### config.mk
export PLATFORM = sky130hd
export DESIGN_NAME = tpfc_queue
export DESIGN_NICKNAME = d
export VERILOG_FILES = /design/src/hdl/two_party_frame_confirm_buffer_defines.svh /design/src/hdl/tpfc_pkg.sv /design/src/hdl/tpfc_queue.sv
export SDC_FILE = /design/constraint.sdc
export NUM_CORES = 1
export LEC_CHECK = 0
export ABC_CLOCK_PERIOD_IN_PS = 12760
export BUFFER_PORTS_ARGS = -buffer_cell sky130_fd_sc_hd__buf_2
export CAP_MARGIN = 20
export CORE_MARGIN = 3
export CORE_UTILIZATION = 51
export CTS_CLUSTER_SIZE = 40
export DETAILED_ROUTE_END_ITERATION = 7
export PLACE_DENSITY = 0.77
export SLEW_MARGIN = 20
export SYNTH_ARGS = -nofsm -noshare
export SYNTH_HDL_FRONTEND = slang
export SYNTH_SLANG_ARGS = --single-unit
### constraint.sdc
create_clock -name clk -period 12.76 [get_ports clk]
set_clock_uncertainty 0.15 [all_clocks]
set_input_delay 1.276 -clock clk [delete_from_list [all_inputs] [get_ports clk]]
set_output_delay 1.276 -clock clk [all_outputs]
set_load 0.02 [all_outputs]
### src/hdl/two_party_frame_confirm_buffer_defines.svh
// ----------------------------------------------------------------------------
// two_party_frame_confirm_buffer_defines
// Assertion macros used by the frame confirm buffer back module (tpfc_back).
// ----------------------------------------------------------------------------
`ifndef TWO_PARTY_FRAME_CONFIRM_BUFFER_DEFINES_SVH
`define TWO_PARTY_FRAME_CONFIRM_BUFFER_DEFINES_SVH

// Same-cycle implication, checked on clk, off during reset.
`define TPFC_ASSERT_IMP(lbl, ante, cons, msg) \
    lbl: assert property (@(posedge clk) disable iff (!rst_n) (ante) |-> (cons)) \
        else $error(msg);

// Next-cycle implication, checked on clk, off during reset.
`define TPFC_ASSERT_NXT(lbl, ante, cons, msg) \
    lbl: assert property (@(posedge clk) disable iff (!rst_n) (ante) |=> (cons)) \
        else $error(msg);

`endif

### src/hdl/tpfc_pkg.sv
// ----------------------------------------------------------------------------
// tpfc_pkg
// Sizes, codes and types of the two-party frame confirm buffer.
// ----------------------------------------------------------------------------
package tpfc_pkg;

    // Pending window and history ring (both powers of two).
    localparam int WINDOW      = 32;
    localparam int HIST_DEPTH  = 4096;
    localparam int MAX_CATCHUP = 40;
    localparam int MAX_RESULTS = 40;
    localparam int CU_LIMIT    = (MAX_CATCHUP < MAX_RESULTS) ? MAX_CATCHUP : MAX_RESULTS;

    localparam int SLOT_AW = $clog2(WINDOW);
    localparam int HIST_AW = $clog2(HIST_DEPTH);
    localparam int HCNT_W  = $clog2(HIST_DEPTH + 1);
    localparam int CNT_W   = $clog2(MAX_RESULTS + 1);

    // Field widths
    localparam int FRAME_W = 31;
    localparam int WORD_W  = 32;
    localparam int CONF_W  = 32;
    localparam int KIND_W  = 2;

    // Highest frame number, as a confirmed-frame value
    localparam logic signed [CONF_W-1:0] CONF_MAX = 32'sh7fff_ffff;

    // Command queue
    localparam int QUEUE_DEPTH = 2;
    localparam int QPTR_W      = (QUEUE_DEPTH > 1) ? $clog2(QUEUE_DEPTH) : 1;
    localparam int QCNT_W      = $clog2(QUEUE_DEPTH + 1);

    // Request function codes
    localparam logic OP_CONTRIB = 1'b0;
    localparam logic OP_CATCHUP = 1'b1;

    // Party codes
    localparam logic PARTY_FIRST  = 1'b0;

    // Result kinds
    localparam logic [KIND_W-1:0] KIND_CONFIRM = 2'd0;
    localparam logic [KIND_W-1:0] KIND_RECORD  = 2'd1;
    localparam logic [KIND_W-1:0] KIND_EMPTY   = 2'd2;

    // Classified command, front to back
    typedef struct packed {
        logic               op;
        logic [1:0]         got_mask;
        logic [SLOT_AW-1:0] slot_idx;
        logic [FRAME_W-1:0] frame;
        logic [WORD_W-1:0]  word;
    } cmd_t;

    // Queue status seen by both sides
    typedef struct packed {
        logic not_empty;
        logic not_full;
    } q_status_t;

endpackage

### src/hdl/tpfc_queue.sv
// ----------------------------------------------------------------------------
// tpfc_queue
// Short command FIFO between the front and back parts.
// ----------------------------------------------------------------------------
module tpfc_queue (
    input  logic                clk,
    input  logic                rst_n,
    input  logic                push,
    input  tpfc_pkg::cmd_t      push_cmd,
    input  logic                pop,
    output tpfc_pkg::cmd_t      pop_cmd,
    output tpfc_pkg::q_status_t stat
);
    import tpfc_pkg::*;

    cmd_t              entry_reg [QUEUE_DEPTH];
    logic [QPTR_W-1:0] wr_ptr_reg;
    logic [QPTR_W-1:0] rd_ptr_reg;
    logic [QCNT_W-1:0] count_reg;
    logic              do_push;
    logic              do_pop;

    assign stat.not_empty = (count_reg != '0);
    assign stat.not_full  = (count_reg != QCNT_W'(QUEUE_DEPTH));
    assign do_push        = push && stat.not_full;
    assign do_pop         = pop && stat.not_empty;
    assign pop_cmd        = entry_reg[rd_ptr_reg];

    function automatic logic [QPTR_W-1:0] ptr_inc(input logic [QPTR_W-1:0] p);
        return (p == QPTR_W'(QUEUE_DEPTH - 1)) ? '0 : p + QPTR_W'(1);
    endfunction

    // Pointers and fill count
    always_ff @(posedge clk or negedge rst_n)
    begin
        if (!rst_n)
        begin
            wr_ptr_reg <= '0;
            rd_ptr_reg <= '0;
            count_reg  <= '0;
        end
        else
        begin
            if (do_push)
            begin
                wr_ptr_reg <= ptr_inc(wr_ptr_reg);
            end
            if (do_pop)
            begin
                rd_ptr_reg <= ptr_inc(rd_ptr_reg);
            end
            if (do_push && !do_pop)
            begin
                count_reg <= count_reg + QCNT_W'(1);
            end
            else if (do_pop && !do_push)
            begin
                count_reg <= count_reg - QCNT_W'(1);
            end
        end
    end

    // Entry storage
    always_ff @(posedge clk)
    begin
        if (do_push)
        begin
            entry_reg[wr_ptr_reg] <= push_cmd;
        end
    end
endmodule

==> results of run 1 <==
-- cell type report --
type / instances / area [sq um] / share of cell area
inverter: 1 / 3.75 / 0.000534
tap: 136 / 170 / 0.0242
timing repair buffer: 149 / 751 / 0.107
sequential: 146 / 4370 / 0.621
clock buffer: 17 / 414 / 0.0589
multi-input combinational: 84 / 1160 / 0.165
clock inverter: 15 / 168 / 0.0238
-- through the flow --
stage               utilization  power (mW)  worst slack, ps  cells
finish                    0.667        1.76             8670    548
global route              0.667        1.84             8530    548
CTS                       0.667        1.79             8610    548
detailed placement        0.611        1.31             9170    516
global placement          0.611        1.29             9190    516
floorplan                     -        1.19             7770    239
-- power by group through the flow --
| stage | clock (mW) | sequential, mW | combinational [mW] |
|---|---|---|---|
| after detailed placement | 0 | 0.729 | 0.576 |
| after floorplan | 0 | 0.696 | 0.493 |
| final | 0.476 | 0.718 | 0.565 |
| after global placement | 0 | 0.721 | 0.571 |
| after global routing | 0.512 | 0.731 | 0.601 |
| after CTS | 0.487 | 0.721 | 0.577 |
-- cells in the final DEF, fill, tap and decap left out --
cell / instances
nand2_1: 2
clkbuf_16: 16
and3_4: 1
dfrtp_4: 1
buf_4: 2
nand2b_1: 1
clkinv_1: 2
or2_1: 1
clkbuf_8: 1
clkinvlp_4: 2
clkinv_2: 4
mux2_2: 2
nor2_1: 1
edfxtp_1: 142
xor2_1: 2
mux2_4: 69
nor2_4: 1
xnor2_1: 3
bufinv_16: 3
ha_1: 1
dfrtp_1: 3
buf_2: 147
inv_1: 1
clkinv_4: 4
-- critical path: stages (launching register included) --
cell     delay (ps)
dfrtp_4         860
buf_4           670
mux2_2          410
buf_2           160
-- kinds of logic after synthesis --
| kind of cell | Yosys count |
|---|---|
| XOR/XNOR | 5 |
| adder cells (fa/ha/maj) | 1 |
| buffers and inverters | 9 |
| flip-flops | 146 |
| multiplexers | 71 |
| AND/OR/NAND/NOR | 7 |
-- worst paths after layout --
path,startpoint,to,slack [ps]
hold reg to reg,count_reg[1]$_DFFE_PN0P_,count_reg[1]$_DFFE_PN0P_,360
max in group asynchronous,rst_n,rd_ptr_reg$_DFFE_PN0P_,11910
hold / removal,count_reg[1]$_DFFE_PN0P_,count_reg[1]$_DFFE_PN0P_,360
setup reg to reg,count_reg[0]$_DFFE_PN0P_,entry_reg[0][49]$_DFFE_PP_,10190
setup / recovery,rd_ptr_reg$_DFFE_PN0P_,pop_cmd[50],8670
min in group asynchronous,rst_n,wr_ptr_reg$_DFFE_PN0P_,410
-- metal layers --
layer / vias to the layer above / global-route usage / share of wire
met1: 1297 / 0.192 / 0.41
met3: 13 / 0.0576 / 0.077
met2: 107 / 0.250 / 0.49
met5: - / 0 / 0.00097
met4: 2 / 0.0754 / 0.013
li1: 1267 / - / -
==> out/metrics.yaml, run 1 <==
finish:
  fin_nets: 475
  largest_register_ffs: 142
  num-fill-cells: 709
  fin_area_sq_mm: 0.00704
  n_antenna_cell: 0
  drive_gt1_frac: 0.614
  area_growth_pct: 24.1
die:
  die_w_um: 111
  start_util: 0.537
  die_h_um: 111
  rows: 37
  die_area_sq_mm: 0.0124
  coreArea_sq_mm: 0.0106
  io_pins: 148
timing:
  timing.fmax_mhz: 245
  hold_violations: 0
  max_slew.worst_pin.slew_ps: 979
  finalCritPeriodShare: 0.320
  whs_ps: 357
  finalSetupViolCount: 0
  slew_headroom: 0.347
  fin_tns_setup_ps: 0
  period_needed_ps: 4090
  slew_viol_final: 0
  rsz0062_at_grt: "no"
critical_path:
  start_kind: "flop"
  cp_max_fo: 38
  critical_path_arrival_ps: 2660
  worstRegToRegCells: 4
  required_ps: 11330
  crit_type: "flop to output pin"
  cp-end-kind: "output pin"
cts:
  cts_tree: "built"
  path_clk_slew_ps: 60
  cts_root_buf: "clkbuf_8"
  clockBufferDepth: 2
  cts-buffers-inserted: 17
  postCtsSetupBuffers: 0
  cts.repair.resized: 0
  htree_levels: 4
  numClockSinks: 146
  cts_hold_buf: 0
  clk_latency_ps: 510
power:
  p_leak_nw: 2.86
  clkPwrFrac: 0.270
  p_int_mw: 1.21
  pwr-share-comb: 0.321
  peakVddDrop_mv: 0.173
  p_per_area_mw_per_mm2: 250
  seqPwrFrac: 0.408
  switching_share: 0.310
  p_switching_mw: 0.545
yosys:
  synth-xor-area-share: 0.00773
  synth.area.top_cells: "edfxtp_1 (75%), mux2_4 (18%), buf_12 (2.5%)"
  syn_inst: 239
  synthAdderAreaFrac: 0.00221
  netlist-cell-type-count: 15
  yosys.area.top_type: "edfxtp_1"
  synth-seq-cells: 146
  ys.flop_type: "edfxtp_1"
  synth_most_common_cell: "edfxtp_1"
  syn-num-nets: 315
  muxShareOfSynthArea: 0.187
  postSynthAreaPerCell_sq_um: 23.7
  synth_common_cells: "edfxtp_1 (142), mux2_4 (69), buf_12 (7)"
  synth_compound_area_frac: 0
  async_reset_ff_frac: 0.0274
  yosysWarnings: 0
  synth_top_family_by_area: "multiplexers"
  synth_top_area_frac: 0.752
  synth-edff-count: 142
  yosysSeqAreaShare: 0.770
  yosys.area_share.simple: 0.00596
  synth_area_sq_mm: 0.00567
status:
  outcome: "complete, no violations"
drt:
  ant_nets: 0
  drt-wirelength-per-cell_um: 16.9
  drc: 0
  via_per_inst: 4.90
  vias: 2686
  first_pass_iters: 4
  drt_iter0_drc: 134
  drt_wl_total_mm: 9.24
placement:
  place_area_sq_mm: 0.00645
  hpwl_mm: 5.96
  gp_congestion: 0.707
  port_buffers: 147
global_route:
  grt_max_degree: 72
  globalRoute.totalOverflow: 0
  grt_pass1_wl_mm: 14.8
  grt_antenna_before_repair: 1
  grt_pass1_vias: 2900
  grtUsageTotal: 0.157
run:
  cap_violations: 0
min_path:
  min-delay-path-class: "flop to flop"
  hold_depth: 1
(Power assumes the default switching activity.)
==> inputs of run 2 (changes only) <==
- ABC_AREA: default -> 1
- ABC_CLOCK_PERIOD_IN_PS: 12760 -> 4180
- PLACE_DENSITY: 0.77 -> 0.78
- clock period: 12.76 -> 4.18 ns (I/O delays scaled with it)
==> out/metrics.yaml, run 2 <==
timing:
  worst_slack_ps: 1240
  hold_violations: 0
  finalSetupViolCount: 0
  max_slew.worst_pin.slew_ps: 972
  slew_viol_final: 0
  timing.fmax_mhz: 340
  period_needed_ps: 2940
  finalCritPeriodShare: 0.704
  rsz0062_at_grt: "no"
  slew_headroom: 0.351
  fin_tns_setup_ps: 0
cts:
  postCtsSetupBuffers: 0
  path_clk_slew_ps: 60
  cts_tree: "built"
  numClockSinks: 146
  cts_root_buf: "clkbuf_8"
  clockBufferDepth: 2
  cts-buffers-inserted: 17
  clk_latency_ps: 510
  htree_levels: 4
power:
  p_leak_nw: 3.29
  power_mw: 5.54
  p_per_area_mw_per_mm2: 730
  peakVddDrop_mv: 0.352
drt:
  first_pass_iters: 4
  via_per_inst: 4.78
  drt-wirelength-per-cell_um: 15.6
  drc: 0
  drt_iter0_drc: 237
  vias: 3688
  drt_wl_total_mm: 12.0
  ant_nets: 0
die:
  coreArea_sq_mm: 0.0100
  die_h_um: 109
  die_area_sq_mm: 0.0119
  rows: 36
  die_w_um: 109
  start_util: 0.539
  io_pins: 148
finish:
  area_growth_pct: 40.1
  final_common_cell: "nand2_1"
  drive_gt1_frac: 0.288
  fin_nets: 701
  fin_area_sq_mm: 0.00759
  mostFrequentLayoutCells: "nand2_1 (222), buf_2 (147), edfxtp_1 (142)"
  n_antenna_cell: 0
  largest_register_ffs: 142
  fin_util: 0.756
critical_path:
  worstPathCellList: "inv_6 > nand2_1 > nand2_1 > buf_2"
  critical-path-max-stage-delay_ps: 920
  cp_max_fo: 72
  crit_type: "flop to output pin"
  cp-end-kind: "output pin"
  worst_path_max_delay_cell: "dfrtp_2"
  rrSetupSlack_ps: 1950
  cp_common_cell: "nand2_1"
  path_buf_inv: 2
  start_kind: "flop"
  path_depth: 4
  worstRegToRegCells: 5
  required_ps: 3610
  critical_path_arrival_ps: 2370
  cp_top_family: "flip-flops"
yosys:
  synth_area_sq_mm: 0.00542
  synth-seq-cells: 146
  synth-edff-count: 142
  postSynthAreaPerCell_sq_um: 13.6
  ys.flop_type: "edfxtp_1"
  yosysSeqAreaShare: 0.806
  async_reset_ff_frac: 0.0274
  yosysWarnings: 0
  netlist-cell-type-count: 16
  synth_most_common_cell: "nand2_1"
  syn_inst: 399
  synth.area.top_cells: "edfxtp_1 (79%), nand2_1 (15%), dfrtp_1 (1.8%)"
  syn-num-nets: 475
  synth_common_cells: "nand2_1 (222), edfxtp_1 (142), buf_6 (8)"
  yosys.area.top_type: "edfxtp_1"
  synth_top_area_frac: 0.787
global_route:
  grt_pass1_wl_mm: 18.5
  grt_pass1_vias: 3751
  globalRoute.totalOverflow: 0
  grtUsageTotal: 0.213
  grt_antenna_before_repair: 0
  grt_max_degree: 73
status:
  outcome: "complete, no violations"
placement:
  place_area_sq_mm: 0.00624
  gp_congestion: 0.717
  preCtsSetupSlack_ps: 1850
  hpwl_mm: 6.52
  port_buffers: 147
min_path:
  hold_depth: 3
  min-delay-path-class: "input port to flop"
run:
  cap_violations: 0
## run 2: cell count changes in the layout (fill, tap and decap cells not counted), moves of 2 or more
cell,delta
bufinv_16,+2
clkbuf_1,+4
clkinv_1,-2
clkinv_2,-2
clkinv_4,-3
dlygate4sd3_1,+72
inv_1,+4
mux2_2,-2
mux2_4,-69
nand2_1,+220
nand3_1,+2
xnor2_1,-2
## run 2: final cells by class
type	instances	area, sq um
clock buffers	22	443
fillers	613	2450
inverters	7	31.3
repair buffers	222	1490
well taps	133	166
flip-flops and latches	146	4370
multi-input cells	231	908
clock inverters	10	184
## run 2: kinds of logic after synthesis
logic type / after synthesis / synth area share
xor+xnor: 2 / 0.00323
flops: 146 / 0.806
fa+ha+maj: 1 / 0.00231
buf+inv: 22 / 0.0293
simple gates: 228 / 0.159
## run 2: final timing paths
kind                                     startpoint                    endpoint
setup / recovery             rd_ptr_reg$_DFFE_PN0P_                 pop_cmd[19]
hold / removal                                  pop      rd_ptr_reg$_DFFE_PN0P_
setup reg to reg           count_reg[0]$_DFFE_PN0P_  entry_reg[1][27]$_DFFE_PP_
hold reg to reg            count_reg[1]$_DFFE_PN0P_    count_reg[1]$_DFFE_PN0P_
max in group asynchronous                     rst_n      rd_ptr_reg$_DFFE_PN0P_
min in group asynchronous                     rst_n      wr_ptr_reg$_DFFE_PN0P_
## run 2: worst min-delay path, cell delays in order
cell,delay [ps]
buf_2,110
nand3_1,80
nand2_1,50
## run 2: stage by stage
| stage | hold slack [ps] | instances |
|---|---|---|
| finish | 36.4 | 771 |
| global route | 18.0 | 771 |
| CTS | 6.01 | 771 |
| detailed placement | 84.9 | 667 |
| global placement | 81.5 | 667 |
| floorplan | -27.6 | 399 |
## run 2: power by group
group / leakage, nW / internal [mW] / switching [mW]
clock network: 0.299 / 1.04 / 0.548
logic: 1.62 / 0.528 / 1.26
registers: 1.37 / 2.01 / 0.154
## run 2: timing repair
action / CTS / global route
hold buffers: 72 / 0
hold endpoints to repair: 146 / 0
gates resized for setup: 0 / 0
## run 2: per-layer routing
metal	vias up	wire, um	GRT usage
li1	1798	-	-
met1	1740	4760	0.246
met2	142	6360	0.378
met3	8	789	0.0628
met4	0	108	0.0730
met5	-	0	0
